===== config.mk =====
export PLATFORM = sky130hd
export DESIGN_NAME = circle_mask_delta_spans
export DESIGN_NICKNAME = d
export VERILOG_FILES = /design/src/cmds_pkg.sv /design/src/cmds_front.sv /design/src/cmds_fifo.sv /design/src/cmds_isqrt.sv /design/src/cmds_back.sv /design/src/circle_mask_delta_spans.sv
export SDC_FILE = /design/constraint.sdc
export NUM_CORES = 2
export LEC_CHECK = 0
export BUFFER_PORTS_ARGS = -buffer_cell sky130_fd_sc_hd__clkbuf_2
export CELL_PAD_IN_SITES_DETAIL_PLACEMENT = 1
export CELL_PAD_IN_SITES_GLOBAL_PLACEMENT = 1
export CORE_MARGIN = 4
export CORE_UTILIZATION = 35
export CTS_BUF_LIST = sky130_fd_sc_hd__clkbuf_8 sky130_fd_sc_hd__clkbuf_16
export DETAILED_ROUTE_END_ITERATION = 7
export PLACE_DENSITY_LB_ADDON = 0.1
export SKIP_CTS_REPAIR_TIMING = 1
export SYNTH_ARGS = -nofsm -noshare
export SYNTH_HDL_FRONTEND = slang
export SYNTH_SLANG_ARGS = --single-unit

===== constraint.sdc =====
create_clock -name aclk -period 15.99 [get_ports aclk]
set_input_delay 3.198 -clock aclk [delete_from_list [all_inputs] [get_ports aclk]]
set_output_delay 3.198 -clock aclk [all_outputs]
set_load 0.01 [all_outputs]

===== src/cmds_pkg.sv =====
`timescale 1ns / 1ps
`default_nettype none
// ----------------------------------------------------------------------------
// cmds_pkg: shared types and constants of the circle delta span generator
// configuration register map, queue entry layout and square root sizes
// ----------------------------------------------------------------------------
package cmds_pkg;

    localparam int ROW_W      = 12;
    localparam int DIM_W      = 13;
    localparam int POS_W      = 15;
    localparam int RAD_W      = 14;
    localparam int CFG_IDX_W  = 3;
    localparam int CFG_DATA_W = 15;
    localparam int S_DATA_W   = 16;
    localparam int M_DATA_W   = 40;

    // square root of a 28 bit radicand, one result bit per step
    localparam int SQ_W       = 2 * RAD_W;
    localparam int SQRT_STEPS = RAD_W;

    localparam int FIFO_DEPTH = 2;

    typedef enum logic [CFG_IDX_W-1:0] {
        REG_WIDTH   = 3'd0,
        REG_HEIGHT  = 3'd1,
        REG_OLD_CX  = 3'd2,
        REG_OLD_CY  = 3'd3,
        REG_OLD_RAD = 3'd4,
        REG_NEW_CX  = 3'd5,
        REG_NEW_CY  = 3'd6,
        REG_NEW_RAD = 3'd7
    } cfg_index_t;

    typedef struct packed {
        logic        [DIM_W-1:0] width;
        logic        [DIM_W-1:0] height;
        logic signed [POS_W-1:0] old_cx;
        logic signed [POS_W-1:0] old_cy;
        logic        [RAD_W-1:0] old_rad;
        logic signed [POS_W-1:0] new_cx;
        logic signed [POS_W-1:0] new_cy;
        logic        [RAD_W-1:0] new_rad;
    } cfg_t;

    // one classified row waiting for the back end
    typedef struct packed {
        logic [ROW_W-1:0] row;
        logic             has_old;
        logic             has_new;
        logic [RAD_W-1:0] dy_old;
        logic [RAD_W-1:0] dy_new;
    } job_t;

    typedef struct packed {
        logic empty;
        logic full;
    } fifo_stat_t;

endpackage : cmds_pkg
`default_nettype wire


===== src/cmds_front.sv =====
`timescale 1ns / 1ps
`default_nettype none
// ----------------------------------------------------------------------------
// cmds_front: row intake and classification
// takes row beats, drops rows outside the picture or touching neither circle
// and queues the rest with the vertical distance to each circle center
// ----------------------------------------------------------------------------
module cmds_front (
    input  wire logic                          aclk,
    input  wire logic                          aresetn,
    input  wire cmds_pkg::cfg_t                cfg,
    input  wire logic                          s_tvalid,
    output logic                               s_tready,
    input  wire logic [cmds_pkg::S_DATA_W-1:0] s_tdata,   // [11:0] row_index
    input  wire cmds_pkg::fifo_stat_t          fifo_stat,
    output logic                               fifo_push,
    output cmds_pkg::job_t                     fifo_wdata
);
    import cmds_pkg::*;

    logic             fr_valid_reg;
    logic [ROW_W-1:0] fr_row_reg;

    logic signed [15:0] row_s;
    logic signed [15:0] dy_old;
    logic signed [15:0] dy_new;
    logic        [15:0] ady_old;
    logic        [15:0] ady_new;
    logic               in_old;
    logic               in_new;
    logic               keep;
    logic               consume;

    always_comb begin
        row_s   = $signed({4'b0, fr_row_reg});
        dy_old  = row_s - $signed({cfg.old_cy[POS_W-1], cfg.old_cy});
        dy_new  = row_s - $signed({cfg.new_cy[POS_W-1], cfg.new_cy});
        ady_old = dy_old[15] ? 16'(-dy_old) : 16'(dy_old);
        ady_new = dy_new[15] ? 16'(-dy_new) : 16'(dy_new);
        in_old  = (cfg.old_rad != '0) && (ady_old <= {2'b0, cfg.old_rad});
        in_new  = (cfg.new_rad != '0) && (ady_new <= {2'b0, cfg.new_rad});
        keep    = (cfg.width != '0) && ({1'b0, fr_row_reg} < cfg.height)
                  && (in_old || in_new);
    end

    assign consume   = fr_valid_reg && (!keep || !fifo_stat.full);
    assign fifo_push = fr_valid_reg && keep && !fifo_stat.full;
    assign s_tready  = !fr_valid_reg || consume;

    assign fifo_wdata.row     = fr_row_reg;
    assign fifo_wdata.has_old = in_old;
    assign fifo_wdata.has_new = in_new;
    assign fifo_wdata.dy_old  = ady_old[RAD_W-1:0];
    assign fifo_wdata.dy_new  = ady_new[RAD_W-1:0];

    always_ff @(posedge aclk) begin
        if (!aresetn) begin
            fr_valid_reg <= 1'b0;
        end else if (s_tvalid && s_tready) begin
            fr_valid_reg <= 1'b1;
        end else if (consume) begin
            fr_valid_reg <= 1'b0;
        end
    end

    always_ff @(posedge aclk) begin
        if (s_tvalid && s_tready) begin
            fr_row_reg <= s_tdata[ROW_W-1:0];
        end
    end

endmodule : cmds_front
`default_nettype wire


===== src/cmds_fifo.sv =====
`timescale 1ns / 1ps
`default_nettype none
// ----------------------------------------------------------------------------
// cmds_fifo: short queue of classified rows
// decouples the intake from the span engine
// ----------------------------------------------------------------------------
module cmds_fifo (
    input  wire logic                 aclk,
    input  wire logic                 aresetn,
    input  wire logic                 push,
    input  wire cmds_pkg::job_t       wdata,
    input  wire logic                 pop,
    output cmds_pkg::job_t            rdata,
    output cmds_pkg::fifo_stat_t      stat
);
    import cmds_pkg::*;

    localparam int PTR_W = (FIFO_DEPTH > 1) ? $clog2(FIFO_DEPTH) : 1;
    localparam int CNT_W = $clog2(FIFO_DEPTH + 1);

    job_t             mem_reg [FIFO_DEPTH];
    logic [PTR_W-1:0] wr_ptr_reg;
    logic [PTR_W-1:0] rd_ptr_reg;
    logic [CNT_W-1:0] count_reg;

    function automatic logic [PTR_W-1:0] ptr_inc(input logic [PTR_W-1:0] p);
        return (p == PTR_W'(FIFO_DEPTH - 1)) ? '0 : PTR_W'(p + 1'b1);
    endfunction

    assign stat.empty = (count_reg == '0);
    assign stat.full  = (count_reg == CNT_W'(FIFO_DEPTH));
    assign rdata      = mem_reg[rd_ptr_reg];

    always_ff @(posedge aclk) begin
        if (!aresetn) begin
            wr_ptr_reg <= '0;
            rd_ptr_reg <= '0;
            count_reg  <= '0;
        end else begin
            if (push) begin
                wr_ptr_reg <= ptr_inc(wr_ptr_reg);
            end
            if (pop) begin
                rd_ptr_reg <= ptr_inc(rd_ptr_reg);
            end
            if (push && !pop) begin
                count_reg <= count_reg + 1'b1;
            end else if (pop && !push) begin
                count_reg <= count_reg - 1'b1;
            end
        end
    end

    always_ff @(posedge aclk) begin
        if (push) begin
            mem_reg[wr_ptr_reg] <= wdata;
        end
    end

endmodule : cmds_fifo
`default_nettype wire


===== src/cmds_isqrt.sv =====
`timescale 1ns / 1ps
`default_nettype none
// ----------------------------------------------------------------------------
// cmds_isqrt: iterative integer square root
// restoring digit recurrence, one result bit per clock
// ----------------------------------------------------------------------------
module cmds_isqrt (
    input  wire logic                            aclk,
    input  wire logic                            aresetn,
    input  wire logic                            start,
    input  wire logic [cmds_pkg::SQ_W-1:0]       radicand,
    output logic                                 done,
    output logic [cmds_pkg::SQRT_STEPS-1:0]      root
);
    import cmds_pkg::*;

    localparam int CNT_W = $clog2(SQRT_STEPS);
    localparam int REM_W = SQRT_STEPS + 1;

    logic                  busy_reg;
    logic                  done_reg;
    logic [CNT_W-1:0]      cnt_reg;
    logic [SQ_W-1:0]       val_reg;
    logic [REM_W-1:0]      rem_reg;
    logic [SQRT_STEPS-1:0] root_reg;

    logic [REM_W+1:0] rem_t;
    logic [REM_W+1:0] trial;
    logic             ge;

    always_comb begin
        rem_t = {rem_reg, val_reg[SQ_W-1 -: 2]};
        trial = {1'b0, root_reg, 2'b01};
        ge    = (rem_t >= trial);
    end

    assign done = done_reg;
    assign root = root_reg;

    always_ff @(posedge aclk) begin
        if (!aresetn) begin
            busy_reg <= 1'b0;
            done_reg <= 1'b0;
            cnt_reg  <= '0;
        end else begin
            done_reg <= 1'b0;
            if (start) begin
                busy_reg <= 1'b1;
                cnt_reg  <= '0;
            end else if (busy_reg) begin
                if (cnt_reg == CNT_W'(SQRT_STEPS - 1)) begin
                    busy_reg <= 1'b0;
                    done_reg <= 1'b1;
                end
                cnt_reg <= cnt_reg + 1'b1;
            end
        end
    end

    always_ff @(posedge aclk) begin
        if (start) begin
            val_reg  <= radicand;
            rem_reg  <= '0;
            root_reg <= '0;
        end else if (busy_reg) begin
            val_reg  <= {val_reg[SQ_W-3:0], 2'b00};
            rem_reg  <= ge ? REM_W'(rem_t - trial) : rem_t[REM_W-1:0];
            root_reg <= {root_reg[SQRT_STEPS-2:0], ge};
        end
    end

endmodule : cmds_isqrt
`default_nettype wire


===== src/cmds_back.sv =====
`timescale 1ns / 1ps
`default_nettype none
// ----------------------------------------------------------------------------
// cmds_back: span engine
// squares, two parallel square roots, clamping, span differences and beat
// emission through the output register
// ----------------------------------------------------------------------------
module cmds_back #(
    parameter int MAX_DIM = 4096
) (
    input  wire logic                          aclk,
    input  wire logic                          aresetn,
    input  wire cmds_pkg::cfg_t                cfg,
    input  wire cmds_pkg::fifo_stat_t          fifo_stat,
    input  wire cmds_pkg::job_t                fifo_rdata,
    output logic                               fifo_pop,
    output logic                               m_tvalid,
    input  wire logic                          m_tready,
    output logic [cmds_pkg::M_DATA_W-1:0]      m_tdata,  // [11:0] span_row, [23:12] start_col,
                                                         // [36:24] span_len, [39:37] zero
    output logic                               m_tuser,  // [0] from_foreground
    output logic                               m_tlast   // last_span
);
    import cmds_pkg::*;

    localparam logic [14:0] MAX_DIM_W = 15'(MAX_DIM);

    typedef enum logic [2:0] {
        ST_IDLE,
        ST_MUL,
        ST_SUB,
        ST_SQRT,
        ST_CLAMP,
        ST_SPAN,
        ST_EMIT
    } state_t;

    typedef struct packed {
        logic             valid;
        logic [DIM_W-1:0] start;
        logic [DIM_W-1:0] len;
    } span_t;

    state_t               state_reg, state_next;
    logic                 m_valid_reg, m_valid_next;
    logic [M_DATA_W-1:0]  m_data_reg, m_data_next;
    logic                 m_user_reg, m_user_next;
    logic                 m_last_reg, m_last_next;
    logic [3:0]           pend_reg, pend_next;

    job_t                 job_reg;
    logic [SQ_W-1:0]      rsq_old_reg, rsq_new_reg;
    logic [SQ_W-1:0]      dsq_old_reg, dsq_new_reg;
    logic [DIM_W-1:0]     o1_reg, o2_reg, n1_reg, n2_reg;
    span_t                cand_reg [4];
    span_t                cand_next [4];

    logic [SQ_W-1:0]      rad_old_v, rad_new_v;
    logic                 sq_start;
    logic                 done_old, done_new;
    logic [RAD_W-1:0]     s_old, s_new;
    logic [DIM_W-1:0]     w_eff, w_max;
    logic signed [16:0]   o_lo, o_hi, n_lo, n_hi;
    logic [1:0]           sel;
    logic [3:0]           pend_left;
    logic                 out_free;
    span_t                sel_span;

    function automatic logic [DIM_W-1:0] clamp_col(input logic signed [16:0] v,
                                                   input logic [DIM_W-1:0] hi);
        logic [DIM_W-1:0] r;
        if (v[16]) begin
            r = '0;
        end else if (v[15:0] > {3'b0, hi}) begin
            r = hi;
        end else begin
            r = v[DIM_W-1:0];
        end
        return r;
    endfunction

    function automatic logic no_overlap(input logic has_b,
                                        input logic [DIM_W-1:0] a1, input logic [DIM_W-1:0] a2,
                                        input logic [DIM_W-1:0] b1, input logic [DIM_W-1:0] b2);
        return !has_b || (a2 < b1) || (a1 > b2);
    endfunction

    // part of span a left of span b, or all of a when they do not meet
    function automatic span_t left_part(input logic has_a, input logic has_b,
                                        input logic [DIM_W-1:0] a1, input logic [DIM_W-1:0] a2,
                                        input logic [DIM_W-1:0] b1, input logic [DIM_W-1:0] b2);
        span_t sp;
        logic  apart;
        apart    = no_overlap(has_b, a1, a2, b1, b2);
        sp.valid = has_a && (apart || (a1 < b1));
        sp.start = a1;
        sp.len   = apart ? DIM_W'(a2 - a1 + 1'b1) : DIM_W'(b1 - a1);
        return sp;
    endfunction

    function automatic span_t right_part(input logic has_a, input logic has_b,
                                         input logic [DIM_W-1:0] a1, input logic [DIM_W-1:0] a2,
                                         input logic [DIM_W-1:0] b1, input logic [DIM_W-1:0] b2);
        span_t sp;
        logic  apart;
        apart    = no_overlap(has_b, a1, a2, b1, b2);
        sp.valid = has_a && !apart && (a2 > b2);
        sp.start = DIM_W'(b2 + 1'b1);
        sp.len   = DIM_W'(a2 - b2);
        return sp;
    endfunction

    function automatic logic [1:0] lowest(input logic [3:0] p);
        logic [1:0] r;
        if (p[0]) begin
            r = 2'd0;
        end else if (p[1]) begin
            r = 2'd1;
        end else if (p[2]) begin
            r = 2'd2;
        end else begin
            r = 2'd3;
        end
        return r;
    endfunction

    cmds_isqrt u_sqrt_old (
        .aclk     (aclk),
        .aresetn  (aresetn),
        .start    (sq_start),
        .radicand (rad_old_v),
        .done     (done_old),
        .root     (s_old)
    );

    cmds_isqrt u_sqrt_new (
        .aclk     (aclk),
        .aresetn  (aresetn),
        .start    (sq_start),
        .radicand (rad_new_v),
        .done     (done_new),
        .root     (s_new)
    );

    assign fifo_pop  = (state_reg == ST_IDLE) && !fifo_stat.empty;
    assign sq_start  = (state_reg == ST_SUB);
    assign rad_old_v = rsq_old_reg - dsq_old_reg;
    assign rad_new_v = rsq_new_reg - dsq_new_reg;

    always_comb begin
        w_eff = ({2'b0, cfg.width} > MAX_DIM_W) ? MAX_DIM_W[DIM_W-1:0] : cfg.width;
        w_max = w_eff - 1'b1;
        o_lo  = $signed({{2{cfg.old_cx[POS_W-1]}}, cfg.old_cx}) - $signed({3'b0, s_old});
        o_hi  = $signed({{2{cfg.old_cx[POS_W-1]}}, cfg.old_cx}) + $signed({3'b0, s_old});
        n_lo  = $signed({{2{cfg.new_cx[POS_W-1]}}, cfg.new_cx}) - $signed({3'b0, s_new});
        n_hi  = $signed({{2{cfg.new_cx[POS_W-1]}}, cfg.new_cx}) + $signed({3'b0, s_new});
    end

    // candidate spans: background left/right of the new span, then foreground
    always_comb begin
        cand_next[0] = left_part(job_reg.has_old, job_reg.has_new, o1_reg, o2_reg, n1_reg, n2_reg);
        cand_next[1] = right_part(job_reg.has_old, job_reg.has_new, o1_reg, o2_reg, n1_reg, n2_reg);
        cand_next[2] = left_part(job_reg.has_new, job_reg.has_old, n1_reg, n2_reg, o1_reg, o2_reg);
        cand_next[3] = right_part(job_reg.has_new, job_reg.has_old, n1_reg, n2_reg, o1_reg, o2_reg);
    end

    always_comb begin
        out_free  = !m_valid_reg || m_tready;
        sel       = lowest(pend_reg);
        sel_span  = cand_reg[sel];
        pend_left = pend_reg & ~(4'b0001 << sel);

        state_next   = state_reg;
        pend_next    = pend_reg;
        m_valid_next = m_valid_reg && !m_tready;
        m_data_next  = m_data_reg;
        m_user_next  = m_user_reg;
        m_last_next  = m_last_reg;

        unique case (state_reg)
            ST_IDLE: begin
                if (!fifo_stat.empty) begin
                    state_next = ST_MUL;
                end
            end
            ST_MUL: begin
                state_next = ST_SUB;
            end
            ST_SUB: begin
                state_next = ST_SQRT;
            end
            ST_SQRT: begin
                if (done_old && done_new) begin
                    state_next = ST_CLAMP;
                end
            end
            ST_CLAMP: begin
                state_next = ST_SPAN;
            end
            ST_SPAN: begin
                state_next = ST_EMIT;
                pend_next  = {cand_next[3].valid, cand_next[2].valid,
                              cand_next[1].valid, cand_next[0].valid};
            end
            ST_EMIT: begin
                if (pend_reg == '0) begin
                    state_next = ST_IDLE;
                end else if (out_free) begin
                    m_valid_next = 1'b1;
                    m_data_next  = {3'b0, sel_span.len, sel_span.start[ROW_W-1:0], job_reg.row};
                    m_user_next  = sel[1];
                    m_last_next  = (pend_left == '0);
                    pend_next    = pend_left;
                    if (pend_left == '0) begin
                        state_next = ST_IDLE;
                    end
                end
            end
            default: begin
                state_next = ST_IDLE;
            end
        endcase
    end

    assign m_tvalid = m_valid_reg;
    assign m_tdata  = m_data_reg;
    assign m_tuser  = m_user_reg;
    assign m_tlast  = m_last_reg;

    always_ff @(posedge aclk) begin
        if (!aresetn) begin
            state_reg   <= ST_IDLE;
            m_valid_reg <= 1'b0;
            pend_reg    <= '0;
        end else begin
            state_reg   <= state_next;
            m_valid_reg <= m_valid_next;
            pend_reg    <= pend_next;
        end
        m_data_reg <= m_data_next;
        m_user_reg <= m_user_next;
        m_last_reg <= m_last_next;
    end

    always_ff @(posedge aclk) begin
        if (fifo_pop) begin
            job_reg <= fifo_rdata;
        end
        if (state_reg == ST_MUL) begin
            rsq_old_reg <= {{RAD_W{1'b0}}, cfg.old_rad} * {{RAD_W{1'b0}}, cfg.old_rad};
            rsq_new_reg <= {{RAD_W{1'b0}}, cfg.new_rad} * {{RAD_W{1'b0}}, cfg.new_rad};
            dsq_old_reg <= {{RAD_W{1'b0}}, job_reg.dy_old} * {{RAD_W{1'b0}}, job_reg.dy_old};
            dsq_new_reg <= {{RAD_W{1'b0}}, job_reg.dy_new} * {{RAD_W{1'b0}}, job_reg.dy_new};
        end
        if (state_reg == ST_CLAMP) begin
            o1_reg <= clamp_col(o_lo, w_max);
            o2_reg <= clamp_col(o_hi, w_max);
            n1_reg <= clamp_col(n_lo, w_max);
            n2_reg <= clamp_col(n_hi, w_max);
        end
        if (state_reg == ST_SPAN) begin
            cand_reg <= cand_next;
        end
    end

endmodule : cmds_back
`default_nettype wire


===== src/circle_mask_delta_spans.sv =====
// Circle mask delta span generator.
// Input channel s_*: one beat per screen row, row index in s_tdata[11:0].
// Output channel m_*: up to four copy spans per row. m_tuser is 0 for a span
// copied from the background (inside the old circle only) and 1 for a span
// copied from the foreground (inside the new circle only); m_tlast marks the
// final span of a row. Rows outside the picture or with identical spans give
// no beats at all.
// Configuration channel cfg_*: register index and data, always ready; write
// it only while no row is in flight.
// The spans of a row follow back to back while the receiver is ready; the
// span engine takes one row at a time, paced by its two 14 step square root
// units. Rows that touch neither circle or lie outside the picture are
// dropped at intake, one per cycle.
// A two entry queue sits between intake and span engine, so rows are taken
// while the engine and the output register are busy; when the receiver
// stalls, the output register holds its beat and the queue then fills.
// Reset loads the register defaults (800 x 480, both radii zero) and clears
// the queue and all valid flags.
`timescale 1ns / 1ps
`default_nettype none
// ----------------------------------------------------------------------------
// circle_mask_delta_spans: top level
// configuration registers, intake, queue and span engine
// ----------------------------------------------------------------------------
module circle_mask_delta_spans #(
    parameter int MAX_DIM = 4096
) (
    input  wire logic                                 aclk,
    input  wire logic                                 aresetn,
    input  wire logic                                 cfg_valid,
    output logic                                      cfg_ready,
    input  wire logic [cmds_pkg::CFG_IDX_W-1:0]       cfg_index,
    input  wire logic [cmds_pkg::CFG_DATA_W-1:0]      cfg_data,
    input  wire logic                                 s_tvalid,
    output logic                                      s_tready,
    input  wire logic [cmds_pkg::S_DATA_W-1:0]        s_tdata,  // [11:0] row_index
    output logic                                      m_tvalid,
    input  wire logic                                 m_tready,
    output logic [cmds_pkg::M_DATA_W-1:0]             m_tdata,  // [11:0] span_row,
                                                                // [23:12] start_col,
                                                                // [36:24] span_len
    output logic                                      m_tuser,  // [0] from_foreground
    output logic                                      m_tlast   // last_span
);
    import cmds_pkg::*;

    cfg_t       cfg_reg;
    job_t       fifo_wdata;
    job_t       fifo_rdata;
    fifo_stat_t fifo_stat;
    logic       fifo_push;
    logic       fifo_pop;

    assign cfg_ready = 1'b1;

    always_ff @(posedge aclk) begin
        if (!aresetn) begin
            cfg_reg.width   <= DIM_W'(800);
            cfg_reg.height  <= DIM_W'(480);
            cfg_reg.old_cx  <= '0;
            cfg_reg.old_cy  <= '0;
            cfg_reg.old_rad <= '0;
            cfg_reg.new_cx  <= '0;
            cfg_reg.new_cy  <= '0;
            cfg_reg.new_rad <= '0;
        end else if (cfg_valid && cfg_ready) begin
            unique case (cfg_index)
                REG_WIDTH:   cfg_reg.width   <= cfg_data[DIM_W-1:0];
                REG_HEIGHT:  cfg_reg.height  <= cfg_data[DIM_W-1:0];
                REG_OLD_CX:  cfg_reg.old_cx  <= $signed(cfg_data[POS_W-1:0]);
                REG_OLD_CY:  cfg_reg.old_cy  <= $signed(cfg_data[POS_W-1:0]);
                REG_OLD_RAD: cfg_reg.old_rad <= cfg_data[RAD_W-1:0];
                REG_NEW_CX:  cfg_reg.new_cx  <= $signed(cfg_data[POS_W-1:0]);
                REG_NEW_CY:  cfg_reg.new_cy  <= $signed(cfg_data[POS_W-1:0]);
                REG_NEW_RAD: cfg_reg.new_rad <= cfg_data[RAD_W-1:0];
                default: begin
                end
            endcase
        end
    end

    cmds_front u_front (
        .aclk       (aclk),
        .aresetn    (aresetn),
        .cfg        (cfg_reg),
        .s_tvalid   (s_tvalid),
        .s_tready   (s_tready),
        .s_tdata    (s_tdata),
        .fifo_stat  (fifo_stat),
        .fifo_push  (fifo_push),
        .fifo_wdata (fifo_wdata)
    );

    cmds_fifo u_fifo (
        .aclk    (aclk),
        .aresetn (aresetn),
        .push    (fifo_push),
        .wdata   (fifo_wdata),
        .pop     (fifo_pop),
        .rdata   (fifo_rdata),
        .stat    (fifo_stat)
    );

    cmds_back #(
        .MAX_DIM (MAX_DIM)
    ) u_back (
        .aclk       (aclk),
        .aresetn    (aresetn),
        .cfg        (cfg_reg),
        .fifo_stat  (fifo_stat),
        .fifo_rdata (fifo_rdata),
        .fifo_pop   (fifo_pop),
        .m_tvalid   (m_tvalid),
        .m_tready   (m_tready),
        .m_tdata    (m_tdata),
        .m_tuser    (m_tuser),
        .m_tlast    (m_tlast)
    );

`ifndef ASSERT_OFF
    // intake never writes a full queue
    assert property (@(posedge aclk) disable iff (!aresetn)
        fifo_push |-> !fifo_stat.full)
        else $error("row queue overflow");

    // engine never reads an empty queue
    assert property (@(posedge aclk) disable iff (!aresetn)
        fifo_pop |-> !fifo_stat.empty)
        else $error("row queue underflow");

    // every span covers at least one pixel
    assert property (@(posedge aclk) disable iff (!aresetn)
        m_tvalid |-> (m_tdata[36:24] != '0))
        else $error("empty span emitted");

    // spans only for rows inside the picture
    assert property (@(posedge aclk) disable iff (!aresetn)
        m_tvalid |-> ({1'b0, m_tdata[11:0]} < cfg_reg.height))
        else $error("span for row outside the picture");
`endif

endmodule : circle_mask_delta_spans
`default_nettype wire

==> results.json <==
{
  "dpl.hpwl_um": 140600,
  "synth-seq-cells": 689,
  "maxCapViolCount": 0,
  "max_slew_margin": 0.1933,
  "n_fill_cell": 19800,
  "drtAntennaViolNets": 0,
  "wl_per_cell_um": 20.19,
  "instances_no_fill": 8803,
  "place_area_um2": 64560,
  "antenna_found_initial": 12,
  "fin_crit_sh": 0.6583,
  "area_growth_pct": 9.367,
  "grt_max_degree": 59,
  "num_vias": 44500,
  "initial_core_util": 0.3535,
  "rows": 153,
  "synth_edf_count": 492,
  "cts.clk_slew.worst_paths_ns": 0.07,
  "die_w_um": 427.9,
  "clockBufferDepth": 3,
  "async_reset_ff_frac": 0,
  "hp-class": "reg2reg",
  "critPathKind": "reg2out",
  "largest_reg_flops": 114,
  "cts_tree": "yes",
  "grt_setup_unrepaired": "false",
  "drc": 0,
  "drive_gt1_frac": 0.05913,
  "firstDrtPassIters": 5,
  "placed_cells": 8640,
  "clk_latency_ns": 0.71,
  "grt_usage": 0.1934,
  "ys_types": 98,
  "final_cell_mix": "inv_1, ha_1, nand2_1",
  "syn_avg_cell_area_um2": 9.623,
  "drv_slew": 0,
  "syn_area_um2": 61710,
  "required_ns": 12.79,
  "path_max_fanout": 4,
  "synth_flop_cell": "edfxtp_1",
  "die_area_um2": 183100,
  "finalSetupTns_ns": 0,
  "setup_viol": 0,
  "max_freq_mhz": 95.00,
  "skew_ns": 0.03720,
  "vias_per_cell": 5.055,
  "syn_inst": 6413,
  "max_slew.worst_pin.slew_ns": 1.206,
  "yosys-top-cells-area": "edfxtp_1, fa_1, ha_1",
  "core_region_area_um2": 174600,
  "finalHoldViolCount": 0,
  "routed_wl_um": 177700,
  "layout.nets": 7657,
  "drtIter0Drc": 2390,
  "io_pins": 84,
  "die_h_um": 427.9,
  "grt_overflow": 0,
  "grt_pass1_vias": 47060,
  "portBuffers": 75,
  "grt_pass1_wl_um": 279100,
  "yosys.area.top_type": "edfxtp_1",
  "fin_crit_ns": 10.53,
  "critPathLaunchType": "register",
  "fin_area_um2": 67490,
  "htreeDepth": 3,
  "cts_made_buffers": 86,
  "seq_area_frac_synth": 0.3033,
  "crit_arrival_ns": 7.33,
  "place.gp.congestion": 0.8283,
  "cts_root_buffer": "clkbuf_16",
  "yosysTopAreaCellShare": 0.2394,
  "ys_warn_count": 0,
  "crit_path_end_kind": "output pin",
  "status": "finished clean",
  "final_common_cell": "inv_1",
  "clock_sinks": 689
}
## cells by family (layout without fill, tap and decap cells)
family                     after synthesis  in the layout  synth area share
AOI/OAI and AO/OA                     1135           1135            0.1148
xor gates and xnor gates               352            352           0.04996
adders and majority gates             1216           1216            0.3053
buffers and inverters                 1111           1173           0.06875
DFF                                    689            689            0.3033
muxes                                  156            156           0.02632
other                                    2              5         0.0001217
and+or+nand+nor                       1752           1752            0.1314
## Yosys cell counts (11+ instances only)
cell,number
a211oi_1,62
a21boi_0,25
a21o_1,115
a21oi_1,419
a221oi_1,12
a31oi_1,16
and2_1,115
and3_1,40
and4_1,14
buf_1,13
clkbuf_1,185
clkbuf_2,11
clkinv_1,11
dfxtp_1,197
edfxtp_1,492
fa_1,483
ha_1,732
inv_1,872
mux2_2,50
mux2i_1,106
nand2_1,615
nand2b_1,71
nand3_1,83
nand4_1,44
nor2_1,508
nor2b_1,75
nor3_1,75
nor3b_1,14
nor4_1,20
o211ai_1,23
o21a_1,66
o21ai_0,227
o21bai_1,38
o31ai_1,29
or2_2,22
or3_1,24
xnor2_1,243
xor2_1,109
## worst max-delay path: stages, from the launching register on
cell and delay [ns]:
edfxtp_1 0.38, inv_1 0.22, ha_1 0.29, fa_1 0.40, nor2b_1 0.25, o31ai_1 0.18
a211o_1 0.37, nand3_1 0.09, nor3b_1 0.48, nor3b_1 0.37, nand2_1 0.08, o21ai_0 0.19
xor2_1 0.33, ha_1 0.31, nand3_1 0.09, nor2_1 0.06, o21ai_0 0.10, a21oi_1 0.09
o41ai_1 0.51, o311ai_0 0.24, mux2i_1 0.77, nor3_4 0.18, nor3b_2 0.41, inv_1 0.07
clkbuf_2 0.13
## layer usage
layer,vias to the layer above,track usage,share of wire
li1,21570,-,-
met1,22330,0.2617,0.46
met2,437,0.3352,0.49
met3,166,0.01600,0.023
met4,0,0.04704,0.022
met5,-,0,0
## worst paths after layout
| kind | startpoint | to | slack, ns | cells past startpoint |
|---|---|---|---|---|
| worst max-delay path | u_front.fr_row_reg[0] | s_tready | 5.46 | 24 |
| worst min-delay path | u_back.job_reg[35] | u_back.m_tdata[5] | 0.41 | 0 |
| worst max register to register | u_back.job_reg[2] | u_back.dsq_new_reg[27] | 7.86 | 24 |
| worst min register to register | u_back.job_reg[35] | u_back.m_tdata[5] | 0.41 | 0 |
## per-stage QoR
stage / hold slack (ns) / worst slack [ns] / utilization
after floorplan: 0.4003 / 7.162 / -
after global placement: 0.4099 / 6.120 / 0.3698
after detailed placement: 0.4123 / 6.035 / 0.3698
after CTS: 0.4182 / 5.191 / 0.3866
after global routing: 0.4252 / 4.824 / 0.3866
final: 0.4138 / 5.464 / 0.3866
## layout make-up
cell class / instances / area (um2) / area share
Clock buffer: 91 / 2232 / 0.03307
Sequential cell: 689 / 18730 / 0.2775
Multi-Input combinational cell: 4615 / 38850 / 0.5756
Timing Repair Buffer: 124 / 743.2 / 0.01101
Tap cell: 2325 / 2909 / 0.04310
Clock inverter: 71 / 699.4 / 0.01036
Inverter: 887 / 3332 / 0.04937
Antenna cell: 1 / 2.502 / 0.00003708
Power is left out: the tool's default activity adds up to more than one toggle a clock period on the data nets, which glitch-free logic cannot reach.
